## src/hdl/tgst_pkg.sv

```systemverilog
// Shared types, constants and the arctangent table for the tilt gait trigger.
// Used by the channel interfaces, the top level and the checker.
package tgst_pkg;

  localparam int CORDIC_STEPS_DEF    = 16;
  localparam int ANGLE_FRAC_BITS_DEF = 8;
  localparam int ATAN_ENTRIES        = 24;
  localparam int ATAN_IDX_W          = 5;
  localparam int ATAN_W              = 22;

  // CORDIC datapath: 16-bit inputs scaled by 2^16, gain growth fits in 36 bits
  localparam int DATA_W = 36;
  localparam int ANG_W  = 25;
  localparam int MUL_W  = 17;

  localparam logic [15:0] INV_GAIN_Q16 = 16'd39797;

  localparam int CFG_ADDR_W = 5;
  localparam int CFG_DATA_W = 32;

  localparam logic               AXIS_SELECT_RST   = 1'b0;
  localparam logic signed [15:0] TROUGH_LIMIT_RST  = -16'sd384;
  localparam logic signed [15:0] ARM_LIMIT_RST     = -16'sd6400;
  localparam logic        [15:0] RELEASE_RISE_RST  = 16'd15360;
  localparam logic        [15:0] TIMEOUT_TICKS_RST = 16'd750;

  typedef enum logic [2:0] {
    REG_AXIS_SELECT   = 3'd0,
    REG_TROUGH_LIMIT  = 3'd1,
    REG_ARM_LIMIT     = 3'd2,
    REG_RELEASE_RISE  = 3'd3,
    REG_TIMEOUT_TICKS = 3'd4
  } cfg_reg_t;

  typedef enum logic [2:0] {
    ST_IDLE,
    ST_PASS1,
    ST_MUL_LO,
    ST_MUL_HI,
    ST_PASS2,
    ST_ROUND,
    ST_FINISH
  } seq_state_t;

  typedef enum logic [1:0] {
    CAUSE_NONE    = 2'd0,
    CAUSE_RISE    = 2'd1,
    CAUSE_TIMEOUT = 2'd2
  } stop_cause_t;

  typedef enum logic {
    OP_SAMPLE = 1'b0,
    OP_TICK   = 1'b1
  } op_t;

  // atan(2^-i) in degrees * 2^16, rounded to nearest
  function automatic logic [ATAN_W-1:0] atan_deg_q16(input logic [ATAN_IDX_W-1:0] idx);
    logic [ATAN_W-1:0] v;
    case (idx)
      5'd0:    v = 22'd2949120;
      5'd1:    v = 22'd1740967;
      5'd2:    v = 22'd919879;
      5'd3:    v = 22'd466945;
      5'd4:    v = 22'd234379;
      5'd5:    v = 22'd117304;
      5'd6:    v = 22'd58666;
      5'd7:    v = 22'd29335;
      5'd8:    v = 22'd14668;
      5'd9:    v = 22'd7334;
      5'd10:   v = 22'd3667;
      5'd11:   v = 22'd1833;
      5'd12:   v = 22'd917;
      5'd13:   v = 22'd458;
      5'd14:   v = 22'd229;
      5'd15:   v = 22'd115;
      5'd16:   v = 22'd57;
      5'd17:   v = 22'd29;
      5'd18:   v = 22'd14;
      5'd19:   v = 22'd7;
      5'd20:   v = 22'd4;
      5'd21:   v = 22'd2;
      5'd22:   v = 22'd1;
      default: v = 22'd0;
    endcase
    return v;
  endfunction

endpackage

```

## src/hdl/tgst_if.sv

```systemverilog
// Request channels of the tilt gait trigger: accelerometer/tick in, result out.
// Depends on tgst_pkg.
interface tgst_sample_if;
  import tgst_pkg::*;

  logic               valid;
  logic               ready;
  logic               op;
  logic signed [15:0] accel_x;
  logic signed [15:0] accel_y;
  logic signed [15:0] accel_z;

  modport source (output valid, op, accel_x, accel_y, accel_z, input ready);
  modport sink   (input valid, op, accel_x, accel_y, accel_z, output ready);
endinterface

interface tgst_result_if;
  import tgst_pkg::*;

  logic               valid;
  logic               ready;
  logic signed [15:0] tilt_angle;
  logic               stim_start;
  logic               stim_stop;
  logic               stim_running;
  logic [1:0]         stop_cause;

  modport source (output valid, tilt_angle, stim_start, stim_stop, stim_running, stop_cause,
                  input ready);
  modport sink   (input valid, tilt_angle, stim_start, stim_stop, stim_running, stop_cause,
                  output ready);
endinterface

```

## src/hdl/tilt_gait_stim_trigger.sv

```systemverilog
// Tilt gait stimulation trigger: CORDIC tilt angle plus arm/start/stop logic.
// Depends on tgst_pkg and the channel interfaces in tgst_if.sv.
//
//   channel   | dir | handshake           | payload
//   ----------+-----+---------------------+---------------------------------------------
//   in_chan   | in  | valid/ready         | op, accel_x, accel_y, accel_z
//   out_chan  | out | valid/ready         | tilt_angle, stim_start, stim_stop, ...
//   cfg (APB) | in  | psel/penable/pready | paddr, pwrite, pwdata, prdata
//
// A sample request steps from accept through PASS1, MUL_LO, MUL_HI, PASS2, ROUND and
// FINISH: one shared shift/add CORDIC unit iterates both vectoring passes and
// one 17x16 multiplier scales the magnitude in two halves. A tick skips to FINISH.
// in_chan.ready is high only while the sequencer is idle; a finished result may
// wait in the output register while the next request is taken. Reset is
// synchronous, active low, and needs no clearing pass.
module tilt_gait_stim_trigger #(
  parameter int CORDIC_STEPS    = tgst_pkg::CORDIC_STEPS_DEF,
  parameter int ANGLE_FRAC_BITS = tgst_pkg::ANGLE_FRAC_BITS_DEF
) (
  input  logic                          clk,
  input  logic                          rst_n,
  tgst_sample_if.sink                   in_chan,
  tgst_result_if.source                 out_chan,
  input  logic                          psel,
  input  logic                          penable,
  input  logic                          pwrite,
  input  logic [tgst_pkg::CFG_ADDR_W-1:0] paddr,
  input  logic [tgst_pkg::CFG_DATA_W-1:0] pwdata,
  output logic [tgst_pkg::CFG_DATA_W-1:0] prdata,
  output logic                          pready
);
  import tgst_pkg::*;

  localparam int STEP_W    = (CORDIC_STEPS > 1) ? $clog2(CORDIC_STEPS) : 1;
  localparam int RND_SHIFT = 16 - ANGLE_FRAC_BITS;
  localparam int LIM_RAW   = 90 * (2 ** ANGLE_FRAC_BITS);
  localparam int ANG_LIM   = (LIM_RAW > 32767) ? 32767 : LIM_RAW;

  // Sequencer and datapath registers
  seq_state_t                state_r, state_nxt;
  logic [STEP_W-1:0]         step_r, step_nxt;
  logic signed [DATA_W-1:0]  x_r, x_nxt;
  logic signed [DATA_W-1:0]  y_r, y_nxt;
  logic signed [ANG_W-1:0]   z_r, z_nxt;
  logic signed [15:0]        a_r, a_nxt;
  logic [32:0]               prod_lo_r, prod_lo_nxt;
  logic                      zero_r, zero_nxt;
  logic                      tick_r, tick_nxt;
  logic signed [15:0]        ang_r, ang_nxt;

  // Trigger state
  logic signed [15:0]        prev_ang_r, prev_ang_nxt;
  logic signed [15:0]        cur_ang_r, cur_ang_nxt;
  logic signed [15:0]        ref_ang_r, ref_ang_nxt;
  logic                      armed_r, armed_nxt;
  logic                      detect_en_r, detect_en_nxt;
  logic                      active_r, active_nxt;
  logic [15:0]               timeout_left_r, timeout_left_nxt;

  // Output register
  logic                      out_valid_r, out_valid_nxt;
  logic signed [15:0]        out_angle_r, out_angle_nxt;
  logic                      out_start_r, out_start_nxt;
  logic                      out_stop_r, out_stop_nxt;
  logic                      out_run_r, out_run_nxt;
  stop_cause_t               out_cause_r, out_cause_nxt;

  // Configuration registers
  logic                      axis_sel_r;
  logic signed [15:0]        trough_lim_r;
  logic signed [15:0]        arm_lim_r;
  logic [15:0]               release_rise_r;
  logic [15:0]               timeout_ticks_r;

  // Shared CORDIC and multiplier unit signals
  logic signed [DATA_W-1:0]  cor_dx, cor_dy, cor_x, cor_y;
  logic signed [ANG_W-1:0]   cor_t, cor_z;
  logic [MUL_W-1:0]          mul_a;
  logic [32:0]               mul_p;
  logic signed [ANG_W-1:0]   z_rnd;
  logic                      last_step;
  logic                      cfg_wr;

  assign pready = 1'b1;
  assign cfg_wr = psel & penable & pwrite;

  // Register write port
  always_ff @(posedge clk) begin
    if (!rst_n) begin
      axis_sel_r      <= AXIS_SELECT_RST;
      trough_lim_r    <= TROUGH_LIMIT_RST;
      arm_lim_r       <= ARM_LIMIT_RST;
      release_rise_r  <= RELEASE_RISE_RST;
      timeout_ticks_r <= TIMEOUT_TICKS_RST;
    end else if (cfg_wr) begin
      case (paddr[4:2])
        REG_AXIS_SELECT:   axis_sel_r      <= pwdata[0];
        REG_TROUGH_LIMIT:  trough_lim_r    <= pwdata[15:0];
        REG_ARM_LIMIT:     arm_lim_r       <= pwdata[15:0];
        REG_RELEASE_RISE:  release_rise_r  <= pwdata[15:0];
        REG_TIMEOUT_TICKS: timeout_ticks_r <= pwdata[15:0];
        default: ;
      endcase
    end
  end

  // Register read mux
  always_comb begin
    case (paddr[4:2])
      REG_AXIS_SELECT:   prdata = {31'd0, axis_sel_r};
      REG_TROUGH_LIMIT:  prdata = {{16{trough_lim_r[15]}}, trough_lim_r};
      REG_ARM_LIMIT:     prdata = {{16{arm_lim_r[15]}}, arm_lim_r};
      REG_RELEASE_RISE:  prdata = {16'd0, release_rise_r};
      REG_TIMEOUT_TICKS: prdata = {16'd0, timeout_ticks_r};
      default:           prdata = '0;
    endcase
  end

  // One vectoring micro-rotation: drive y toward zero
  always_comb begin
    cor_dx = y_r >>> step_r;
    cor_dy = x_r >>> step_r;
    cor_t  = ANG_W'(atan_deg_q16(ATAN_IDX_W'(step_r)));
    if (!y_r[DATA_W-1]) begin
      cor_x = x_r + cor_dx;
      cor_y = y_r - cor_dy;
      cor_z = z_r + cor_t;
    end else begin
      cor_x = x_r - cor_dx;
      cor_y = y_r + cor_dy;
      cor_z = z_r - cor_t;
    end
  end

  assign last_step = (step_r == STEP_W'(CORDIC_STEPS - 1));

  // Gain correction multiplier, low half then high half of the magnitude
  assign mul_a = (state_r == ST_MUL_HI) ? x_r[2*MUL_W-1:MUL_W] : x_r[MUL_W-1:0];
  assign mul_p = 33'(mul_a) * 33'(INV_GAIN_Q16);

  // Round half up to the output resolution
  assign z_rnd = (z_r + ANG_W'(2 ** (RND_SHIFT - 1))) >>> RND_SHIFT;

  // Sequencer, trigger decisions and output staging
  always_comb begin
    logic signed [15:0] a_sel, b_sel, c_sel;
    logic signed [16:0] b_abs;
    logic signed [15:0] ang;
    logic signed [17:0] rel_lim;
    logic               started, stopped;
    stop_cause_t        cause;
    logic               out_free;

    state_nxt        = state_r;
    step_nxt         = step_r;
    x_nxt            = x_r;
    y_nxt            = y_r;
    z_nxt            = z_r;
    a_nxt            = a_r;
    prod_lo_nxt      = prod_lo_r;
    zero_nxt         = zero_r;
    tick_nxt         = tick_r;
    ang_nxt          = ang_r;
    prev_ang_nxt     = prev_ang_r;
    cur_ang_nxt      = cur_ang_r;
    ref_ang_nxt      = ref_ang_r;
    armed_nxt        = armed_r;
    detect_en_nxt    = detect_en_r;
    active_nxt       = active_r;
    timeout_left_nxt = timeout_left_r;
    out_valid_nxt    = out_valid_r;
    out_angle_nxt    = out_angle_r;
    out_start_nxt    = out_start_r;
    out_stop_nxt     = out_stop_r;
    out_run_nxt      = out_run_r;
    out_cause_nxt    = out_cause_r;
    started          = 1'b0;
    stopped          = 1'b0;
    cause            = CAUSE_NONE;
    ang              = cur_ang_r;
    rel_lim          = '0;

    // Pick the axis roles
    if (axis_sel_r) begin
      a_sel = in_chan.accel_y;
      b_sel = in_chan.accel_x;
      c_sel = in_chan.accel_z;
    end else begin
      a_sel = in_chan.accel_z;
      b_sel = in_chan.accel_x;
      c_sel = in_chan.accel_y;
    end
    b_abs = b_sel[15] ? -17'(b_sel) : 17'(b_sel);

    // Drop the delivered result
    if (out_valid_r && out_chan.ready) begin
      out_valid_nxt = 1'b0;
    end
    out_free = !out_valid_r || out_chan.ready;

    case (state_r)
      ST_IDLE: begin
        if (in_chan.valid) begin
          a_nxt    = a_sel;
          x_nxt    = DATA_W'(b_abs) <<< 16;
          y_nxt    = DATA_W'(c_sel) <<< 16;
          z_nxt    = '0;
          step_nxt = '0;
          tick_nxt = (in_chan.op == OP_TICK);
          state_nxt = (in_chan.op == OP_TICK) ? ST_FINISH : ST_PASS1;
        end
      end
      ST_PASS1: begin
        x_nxt    = cor_x;
        y_nxt    = cor_y;
        step_nxt = step_r + 1'b1;
        if (last_step) begin
          state_nxt = ST_MUL_LO;
        end
      end
      ST_MUL_LO: begin
        prod_lo_nxt = mul_p;
        state_nxt   = ST_MUL_HI;
      end
      ST_MUL_HI: begin
        // (hi*2^17 + lo) >> 16 == 2*hi + (lo >> 16)
        x_nxt     = (DATA_W'(mul_p) <<< 1) + DATA_W'(prod_lo_r[32:16]);
        y_nxt     = DATA_W'(a_r) <<< 16;
        z_nxt     = '0;
        step_nxt  = '0;
        zero_nxt  = (x_nxt == '0) && (a_r == '0);
        state_nxt = ST_PASS2;
      end
      ST_PASS2: begin
        x_nxt    = cor_x;
        y_nxt    = cor_y;
        z_nxt    = cor_z;
        step_nxt = step_r + 1'b1;
        if (last_step) begin
          state_nxt = ST_ROUND;
        end
      end
      ST_ROUND: begin
        // Saturate to +-90 degrees; zero vector gives zero
        if (zero_r) begin
          ang_nxt = '0;
        end else if (z_rnd > ANG_W'(ANG_LIM)) begin
          ang_nxt = 16'(ANG_LIM);
        end else if (z_rnd < -ANG_W'(ANG_LIM)) begin
          ang_nxt = -16'(ANG_LIM);
        end else begin
          ang_nxt = z_rnd[15:0];
        end
        state_nxt = ST_FINISH;
      end
      ST_FINISH: begin
        if (out_free) begin
          if (!tick_r) begin
            ang          = ang_r;
            prev_ang_nxt = cur_ang_r;
            cur_ang_nxt  = ang_r;
            // Arm on a rising angle inside the trough
            if (ang < trough_lim_r && ang > cur_ang_r && detect_en_r && !active_r &&
                ang < arm_lim_r) begin
              armed_nxt     = 1'b1;
              detect_en_nxt = 1'b0;
              ref_ang_nxt   = cur_ang_r;
            end
            // Start once the angle climbs above the reference
            if (armed_nxt && ang > ref_ang_nxt && !active_r) begin
              active_nxt       = 1'b1;
              armed_nxt        = 1'b0;
              timeout_left_nxt = timeout_ticks_r;
              started          = 1'b1;
            end
            // Stop on a large rise above the reference
            rel_lim = 18'(ref_ang_nxt) + $signed({2'b00, release_rise_r});
            if (active_nxt && 18'(ang) > rel_lim) begin
              active_nxt       = 1'b0;
              detect_en_nxt    = 1'b1;
              timeout_left_nxt = '0;
              stopped          = 1'b1;
              cause            = CAUSE_RISE;
            end
          end else if (active_r) begin
            // Count down the stimulation timeout
            if (timeout_left_r <= 16'd1) begin
              timeout_left_nxt = '0;
              active_nxt       = 1'b0;
              armed_nxt        = 1'b0;
              detect_en_nxt    = 1'b1;
              stopped          = 1'b1;
              cause            = CAUSE_TIMEOUT;
            end else begin
              timeout_left_nxt = timeout_left_r - 16'd1;
            end
          end
          out_valid_nxt = 1'b1;
          out_angle_nxt = cur_ang_nxt;
          out_start_nxt = started;
          out_stop_nxt  = stopped;
          out_run_nxt   = active_nxt;
          out_cause_nxt = cause;
          state_nxt     = ST_IDLE;
        end
      end
      default: begin
        state_nxt = ST_IDLE;
      end
    endcase
  end

  // State and datapath registers
  always_ff @(posedge clk) begin
    if (!rst_n) begin
      state_r        <= ST_IDLE;
      prev_ang_r     <= '0;
      cur_ang_r      <= '0;
      ref_ang_r      <= '0;
      armed_r        <= 1'b0;
      detect_en_r    <= 1'b1;
      active_r       <= 1'b0;
      timeout_left_r <= '0;
      out_valid_r    <= 1'b0;
    end else begin
      state_r        <= state_nxt;
      prev_ang_r     <= prev_ang_nxt;
      cur_ang_r      <= cur_ang_nxt;
      ref_ang_r      <= ref_ang_nxt;
      armed_r        <= armed_nxt;
      detect_en_r    <= detect_en_nxt;
      active_r       <= active_nxt;
      timeout_left_r <= timeout_left_nxt;
      out_valid_r    <= out_valid_nxt;
    end
    step_r      <= step_nxt;
    x_r         <= x_nxt;
    y_r         <= y_nxt;
    z_r         <= z_nxt;
    a_r         <= a_nxt;
    prod_lo_r   <= prod_lo_nxt;
    zero_r      <= zero_nxt;
    tick_r      <= tick_nxt;
    ang_r       <= ang_nxt;
    out_angle_r <= out_angle_nxt;
    out_start_r <= out_start_nxt;
    out_stop_r  <= out_stop_nxt;
    out_run_r   <= out_run_nxt;
    out_cause_r <= out_cause_nxt;
  end

  // Drive the channels
  assign in_chan.ready         = (state_r == ST_IDLE);
  assign out_chan.valid        = out_valid_r;
  assign out_chan.tilt_angle   = out_angle_r;
  assign out_chan.stim_start   = out_start_r;
  assign out_chan.stim_stop    = out_stop_r;
  assign out_chan.stim_running = out_run_r;
  assign out_chan.stop_cause   = out_cause_r;

endmodule

```

## src/flat_wrapper.sv

```systemverilog
// flat-port wrapper written by rule: the top's interface ports become plain ports
module tilt_gait_stim_trigger_flat import tgst_pkg::*;
#(
  parameter int CORDIC_STEPS    = tgst_pkg::CORDIC_STEPS_DEF,
  parameter int ANGLE_FRAC_BITS = tgst_pkg::ANGLE_FRAC_BITS_DEF
)
  (clk, rst_n, psel, penable, pwrite, paddr, pwdata, prdata, pready, in_chan_valid, in_chan_op, in_chan_accel_x, in_chan_accel_y, in_chan_accel_z, in_chan_ready, out_chan_valid, out_chan_tilt_angle, out_chan_stim_start, out_chan_stim_stop, out_chan_stim_running, out_chan_stop_cause, out_chan_ready);
  tgst_sample_if in_chan_i ();
  tgst_result_if out_chan_i ();
  input  logic clk;
  input  logic rst_n;
  input  logic psel;
  input  logic penable;
  input  logic pwrite;
  input  logic [tgst_pkg::CFG_ADDR_W-1:0] paddr;
  input  logic [tgst_pkg::CFG_DATA_W-1:0] pwdata;
  output logic [tgst_pkg::CFG_DATA_W-1:0] prdata;
  output logic pready;
  input wire logic [$bits(in_chan_i.valid)-1:0] in_chan_valid;
  input wire logic [$bits(in_chan_i.op)-1:0] in_chan_op;
  input wire logic [$bits(in_chan_i.accel_x)-1:0] in_chan_accel_x;
  input wire logic [$bits(in_chan_i.accel_y)-1:0] in_chan_accel_y;
  input wire logic [$bits(in_chan_i.accel_z)-1:0] in_chan_accel_z;
  output wire logic [$bits(in_chan_i.ready)-1:0] in_chan_ready;
  output wire logic [$bits(out_chan_i.valid)-1:0] out_chan_valid;
  output wire logic [$bits(out_chan_i.tilt_angle)-1:0] out_chan_tilt_angle;
  output wire logic [$bits(out_chan_i.stim_start)-1:0] out_chan_stim_start;
  output wire logic [$bits(out_chan_i.stim_stop)-1:0] out_chan_stim_stop;
  output wire logic [$bits(out_chan_i.stim_running)-1:0] out_chan_stim_running;
  output wire logic [$bits(out_chan_i.stop_cause)-1:0] out_chan_stop_cause;
  input wire logic [$bits(out_chan_i.ready)-1:0] out_chan_ready;
  assign in_chan_i.valid = in_chan_valid;
  assign in_chan_i.op = in_chan_op;
  assign in_chan_i.accel_x = in_chan_accel_x;
  assign in_chan_i.accel_y = in_chan_accel_y;
  assign in_chan_i.accel_z = in_chan_accel_z;
  assign in_chan_ready = in_chan_i.ready;
  assign out_chan_valid = out_chan_i.valid;
  assign out_chan_tilt_angle = out_chan_i.tilt_angle;
  assign out_chan_stim_start = out_chan_i.stim_start;
  assign out_chan_stim_stop = out_chan_i.stim_stop;
  assign out_chan_stim_running = out_chan_i.stim_running;
  assign out_chan_stop_cause = out_chan_i.stop_cause;
  assign out_chan_i.ready = out_chan_ready;
  tilt_gait_stim_trigger #(.CORDIC_STEPS(CORDIC_STEPS), .ANGLE_FRAC_BITS(ANGLE_FRAC_BITS)) u_core (.clk(clk), .rst_n(rst_n), .in_chan(in_chan_i), .out_chan(out_chan_i), .psel(psel), .penable(penable), .pwrite(pwrite), .paddr(paddr), .pwdata(pwdata), .prdata(prdata), .pready(pready));
endmodule
```

## config.mk

```make
export PLATFORM = sky130hd
export DESIGN_NAME = tilt_gait_stim_trigger_flat
export DESIGN_NICKNAME = d
export VERILOG_FILES = /design/src/hdl/tgst_pkg.sv /design/src/hdl/tgst_if.sv /design/src/hdl/tilt_gait_stim_trigger.sv /design/src/flat_wrapper.sv
export SDC_FILE = /design/constraint.sdc
export NUM_CORES = 2
export LEC_CHECK = 0
export BUFFER_PORTS_ARGS = -buffer_cell sky130_fd_sc_hd__buf_2
export CAP_MARGIN = 5
export CORE_ASPECT_RATIO = 0.5
export CORE_MARGIN = 3
export CORE_UTILIZATION = 40
export DETAILED_ROUTE_END_ITERATION = 6
export PLACE_DENSITY = 0.59
export SKIP_LAST_GASP = 1
export SLEW_MARGIN = 40
export SYNTH_ARGS = -nofsm -noshare
export SYNTH_HDL_FRONTEND = slang
export SYNTH_SLANG_ARGS = --single-unit
```

## constraint.sdc

```tcl
create_clock -name clk -period 9.05 [get_ports clk]
set_input_delay 1.81 -clock clk [delete_from_list [all_inputs] [get_ports clk]]
set_output_delay 1.81 -clock clk [all_outputs]
set_load 0.03 [all_outputs]
```

==> Word-level counts from Yosys, hierarchy flattened <==
Memories as Yosys holds them, arrays and structs flattened. A register that Yosys moved wholly into a read port is not among the register bits.
Cells that the tools add are included.
{ "op_classes": {"addsub": 12, "mul": 1, "div_mod_pow": 0, "order_cmp": 8, "n_eq_ne": 17, "n_shift": 2, "mux": 68, "n_bitwise": 3, "reduce_logical": 37} }
{ "op_table": {"columns": ["operator", "count"], "rows": [
  ["36-bit case mux with 3 select lines", 2],
  ["16-bit two-way mux", 13],
  ["32-bit case mux with 5 select lines", 1],
  ["36-bit two-way mux", 4],
  ["25-bit case mux with 3 select lines", 1],
  ["36-bit adder", 2],
  ["36-bit by 4-bit >>> shifter with 36-bit output", 2],
  ["36-bit subtractor", 2],
  ["25-bit two-way mux", 2],
  ["36-bit logical NOT", 1],
  ["34-bit by 17-bit adder with 35-bit output", 1],
  ["17-bit two-way mux", 2],
  ["17-bit by 16-bit multiplier with 33-bit output (second input constant)", 1],
  ["16-bit > comparator", 2],
  ["16-bit less-than comparator", 2],
  ["1-bit two-way mux", 30],
  ["25-bit by 23-bit adder with 25-bit output", 1],
  ["25-bit by 9-bit adder with 25-bit output (second input constant)", 1],
  ["25-bit by 23-bit subtractor with 25-bit output", 1],
  ["3-bit case mux with 7 select lines", 1],
  ["16-bit by 17-bit adder with 18-bit output", 1],
  ["16-bit by 18-bit > comparator with 1-bit output", 1],
  ["2-bit AND reduction", 9],
  ["17-bit by 16-bit > comparator with 1-bit output (second input constant)", 1],
  ["29 further kinds", 64]
]} }
{ "totals": {"ff_bits": 309, "latchBits": 0, "ram_bits": 0, "mem_bits_ro": 352, "out_inout_bits": 56, "memories": 1} }
{ "mem_list": {"columns": ["name", "words", "width", "read_ports", "rd_ports_with_merged_regs", "write_ports", "line", "text"], "rows": [
  ["(name not given)", 16, 22, 1, 1, 0, "tgst_pkg.sv:59", "case (idx)"]
]} }

==> Logic depth before layout (Yosys ltp) <==
{ "depth": {"word_depth": 19, "depth_mapped": 41} }

==> Least setup slack after synthesis <==
Ideal clock, no wire load.
{ "synth_timing": {"path_type": "reg-to-reg", "startpoint": "register u_core.state_r[0]", "endpoint": "register u_core.zero_r, data pin", "setup_time_ns": 0.134, "arrival_time_ns": 8.267, "t_required_ns": 8.916, "slack_ns": 0.650, "path_stages_with_launch": 32, "period_less_slack_ns": 8.400, "path_cell_list": "dfxtp_1 -> buf_2 -> nand3b_1 -> buf_2 -> clkbuf_1 -> mux2i_1 -> xnor2_1 -> ha_1 -> inv_1 -> fa_1 -> inv_1 -> fa_1 -> fa_1 -> fa_1 -> inv_1 -> fa_1 -> inv_1 -> ha_1 -> buf_2 -> a21oi_1 -> o21ai_0 -> a21oi_1 -> xnor2_1 -> ha_1 -> nand3b_1 -> o31ai_1 -> nor2_2 -> xnor2_1 -> or4b_2 -> nor4_1 -> nand4b_1 -> and4b_1"} }
{ "synth_via": {"elab_chain_cells": 6} }
{ "synth_rtl": {"columns": ["element", "line", "text"], "rows": [
  ["start, declared", "tilt_gait_stim_trigger.sv:40", "seq_state_t state_r, state_nxt;"],
  ["start signal, assigned", "tilt_gait_stim_trigger.sv:326", "state_r <= state_nxt;"],
  ["3-bit by 2-bit == test with 1-bit output", "tilt_gait_stim_trigger.sv:138", "assign mul_a = (state_r == ST_MUL_HI) ? x_r[2*MUL_W-1:MUL_W] : x_r[MUL_W-1:0];"],
  ["17-bit two-way mux", "tilt_gait_stim_trigger.sv:138", null],
  ["17-bit by 16-bit multiplier with 33-bit output", "tilt_gait_stim_trigger.sv:139", "assign mul_p = 33'(mul_a) * 33'(INV_GAIN_Q16);"],
  ["34-bit by 17-bit adder with 35-bit output", "tilt_gait_stim_trigger.sv:227", "x_nxt = (DATA_W'(mul_p) <<< 1) + DATA_W'(prod_lo_r[32:16]);"],
  ["36-bit logical NOT", "tilt_gait_stim_trigger.sv:231", "zero_nxt = (x_nxt == '0) && (a_r == '0);"],
  ["1-bit logical AND", "tilt_gait_stim_trigger.sv:231", null],
  ["end signal, assigned", "tilt_gait_stim_trigger.sv:342", "zero_r <= zero_nxt;"],
  ["end, declared", "tilt_gait_stim_trigger.sv:47", "logic zero_r, zero_nxt;"]
]} }
Every way passes these cells.
A chain may end at the register's enable or synchronous reset.

==> Final worst setup path <==
{ "layout_timing": {"startpoint": "register u_core.state_r[2]", "endpoint": "register u_core.zero_r, data pin"} }
The elaborated chain is that of the path after synthesis.

==> results_dict.tcl <==
set metrics [dict create \
    num_rows 74 \
    fp.coreArea_um2 82870 \
    hp-class "reg -> reg" \
    rrSetupSlack_ns 0.45 \
    fillers 8018 \
    die-area_um2 88640 \
    fin_crit_ns 8.597 \
    clk_latency_ns 0.58 \
    critical_path.startpoint_type "register" \
    crit_slowest_cell "or4b_2" \
    synth-seq-cells 315 \
    min_to "u_core.trough_lim_r[8]$_SDFFE_PN0P_" \
    synth_ff_type "edfxtp_1" \
    avgViaCountPerCell 5.634 \
    clkTransAtPathRegs_ns 0.06 \
    slew_violations 0 \
    synthCells 3859 \
    hp-start "u_core.trough_lim_r[8]$_SDFFE_PN0P_" \
    finalSetupViolations 0 \
    grt_first_pass_wirelength_um 154100 \
    grt_max_degree 94 \
    clock_path_buffers 3 \
    path_delay_family "adder cells" \
    hold_depth 2 \
    gp_congestion 0.9296 \
    cp_data_arrival_time_ns 9.03 \
    worst-path-buf-inv 5 \
    setup.worst_path.class "reg -> reg" \
    wl_met1_um 44360 \
    grt.total_usage_pct 21.46 \
    maxCapViolCount 0 \
    dieHeight_um 212.0 \
    numCtsBuffers 36 \
    reg2reg_from "u_core.state_r[2]$_SDFFE_PN0P_" \
    syn_area_per_cell_um2 8.800 \
    cts_num_sinks 315 \
    nets 4468 \
    r2r_end "u_core.zero_r$_DFFE_PN_" \
    clock.fmax_mhz 116.3 \
    post-route-period-util_pct 95.00 \
    synthTopCellsByArea "edfxtp_1, ha_1, dfxtp_1" \
    ios 149 \
    synth.cell_area_um2 33960 \
    vias 28521 \
    syn_nets 4398 \
    synth_area_leader_cell "edfxtp_1" \
    critPathMaxStageDelay_ns 0.68 \
    hold_viol 0 \
    dr.pass1.iters 6 \
    critPathMaxFanout 32 \
    drive_above_1_share_pct 12.05 \
    grt_pass1_vias 27957 \
    place_inst 4991 \
    die_width_um 418.1 \
    ys_warn_count 0 \
    wl_met3_um 4269 \
    crit_cells 33 \
    clk_root_buffer_cell "clkbuf_16" \
    drt_wl_total_um 95820 \
    synth_top_area_share_pct 15.30 \
    rsz0062_at_grt "no" \
    multi_input_area_um2 24040 \
    area_delta_synth_final_pct 9.558 \
    drc 0 \
    finalInstanceArea_um2 37200 \
    end_kind "register" \
    worstPathRequired_ns 9.48 \
    stdcell_count 5062 \
    r2r_cells 33 \
    maxUsedRoutingLayer "met5" \
    fin_setup_tns_ns 0 \
    io_buffers 129 \
    synthArstFlopShare_pct 0 \
    ant_nets 0 \
    htreeDepth 2 \
    hpwl_um 75380 \
    cts_hold_buf 0 \
    status "finished clean" \
    synth_edf_count 173 \
    crit_top_cell "ha_1" \
    start_util_pct 40.98 \
    worstMarginPinSlew_ns 0.7831 \
    drtIter0Drc 1798 \
    seq_area_um2 8039 \
    cts_tree "done" \
    wl_met2_um 44960 \
    gr-total-overflow 0 \
    routedWlPerCell_um 18.93 \
    slew_headroom_pct 47.68 \
    place_area_um2 35880 \
    ys_seq_area_share_pct 23.67 \
    synth.distinct_cells 98 \
    antenna_found_initial 5 \
    finClkSkew_ns 0.02158 \
]
[state kept, by name (all words and copies together) (netlist names), 17 cells and up]
| register | cells |
|---|---|
| u_core.x_r | 36 |
| u_core.cor_t | 22 |
| u_core.z_r | 25 |
| u_core.y_r | 36 |
| u_core.prod_lo_r | 17 |
[area by class of cell]
class,instances,area share (%)
Antenna cell,3,0.02018
Clock buffer,43,2.546
Tap cell,1102,3.706
Clock inverter,23,0.6222
Sequential cell,315,21.61
Inverter,338,3.410
Multi-Input combinational cell,3028,64.62
Timing Repair Buffer,210,3.464
[stage by stage]
stage | setup WS, ns | hold WS, ns | utilization, %
finish | 0.4529 | 0.4642 | 44.90
global route | 0.01108 | 0.5037 | 44.89
CTS | 0.1761 | 0.4683 | 44.72
detailed placement | 0.2283 | 0.4591 | 43.30
global placement | 0.2559 | 0.4535 | 43.24
floorplan | 0.6496 | 0.4435 | -
[worst register-to-register path, delay by kind of cell, from the launching register on]
kind	cells	cell delay, ns
xor gates and xnor gates	2	0.49
DFF	1	0.32
buffers and inverters	5	0.66
AOI/OAI and AO/OA	7	1.66
muxes	1	0.37
adders and majority gates	8	2.91
and+or+nand+nor	10	2.06
[how the worst max path moves through the flow]
stage	slack, ns	start	end
2_1_floorplan	0.65	u_core.state_r[0]$_SDFFE_PN0P_	u_core.zero_r$_DFFE_PN_
3_3_place_gp	0.26	u_core.state_r[2]$_SDFFE_PN0P_	u_core.zero_r$_DFFE_PN_
3_5_place_dp	0.23	u_core.state_r[2]$_SDFFE_PN0P_	u_core.zero_r$_DFFE_PN_
4_1_cts	0.18	u_core.state_r[2]$_SDFFE_PN0P_	u_core.zero_r$_DFFE_PN_
5_1_grt	0.01	u_core.state_r[2]$_SDFFE_PN0P_	u_core.zero_r$_DFFE_PN_
6_report	0.45	u_core.state_r[2]$_SDFFE_PN0P_	u_core.zero_r$_DFFE_PN_
[layout by cell type (no fill, tap or decap), types with 62 or more instances in the layout]
| cell | netlist | final |
|---|---|---|
| mux4_2 | 66 | 66 |
| nand3_1 | 77 | 77 |
| nor2_1 | 285 | 284 |
| a21o_1 | 89 | 89 |
| fa_1 | 102 | 102 |
| mux2i_1 | 90 | 85 |
| buf_4 | 17 | 78 |
| dfxtp_1 | 142 | 141 |
| nor3_1 | 88 | 86 |
| buf_2 | 17 | 128 |
| a21oi_1 | 239 | 233 |
| mux2_2 | 62 | 62 |
| edfxtp_1 | 173 | 173 |
| nand2_1 | 390 | 387 |
| xnor2_1 | 195 | 192 |
| ha_1 | 344 | 344 |
| o21ai_0 | 196 | 193 |
| nor2b_1 | 64 | 64 |
| inv_1 | 335 | 333 |
| xor2_1 | 93 | 92 |
[cell families (layout without fill, tap and decap cells)]
| logic type | count (synthesis) | after routing | synth area share [%] |
|---|---|---|---|
| AOI/OAI and AO/OA | 908 | 908 | 17.30 |
| xor gates and xnor gates | 288 | 288 | 7.428 |
| adders and majority gates | 449 | 449 | 18.78 |
| buffers and inverters | 516 | 614 | 6.105 |
| DFF | 315 | 315 | 23.67 |
| muxes | 239 | 239 | 10.70 |
| other | 1 | 4 | 0.01104 |
| and+or+nand+nor | 1143 | 1143 | 16.01 |
[what timing repair did]
item                                    CTS  global route
endpoints found under the setup margin    0             2
buffers inserted                          0             1
gates resized for setup                   0            17
[cell usage after synthesis (9+ instances only)]
library cell	number
a211oi_1	20
and2_1	26
mux2_2	62
nor2_1	285
and3_1	39
nand2_1	390
or3_1	17
o21ai_0	196
nand4_1	29
mux2i_1	90
mux4_2	66
dfxtp_1	142
nor3_1	88
a31oi_1	44
fa_1	102
mux4_1	20
a21boi_0	46
nor3b_1	15
o221ai_1	18
nor4_1	20
inv_1	335
o21bai_1	24
ha_1	344
buf_4	17
or2_2	10
o21a_1	29
clkbuf_1	112
o22ai_1	19
o211ai_1	38
o211a_1	27
a21o_1	89
xnor2_1	195
nor2b_1	64
nand2b_1	32
nand3_1	77
a22oi_1	29
buf_2	17
buf_1	26
o41ai_1	9
xor2_1	93
edfxtp_1	173
a21oi_1	239
[per-layer routing]
metal	track usage, %	vias up
met4	5.346	6
met5	0	-
li1	-	13971
met1	29.11	13818
met3	2.606	129
met2	36.52	597
Power is left out: the tool's default activity adds up to more than one toggle a clock period on the data nets, which glitch-free logic cannot reach.
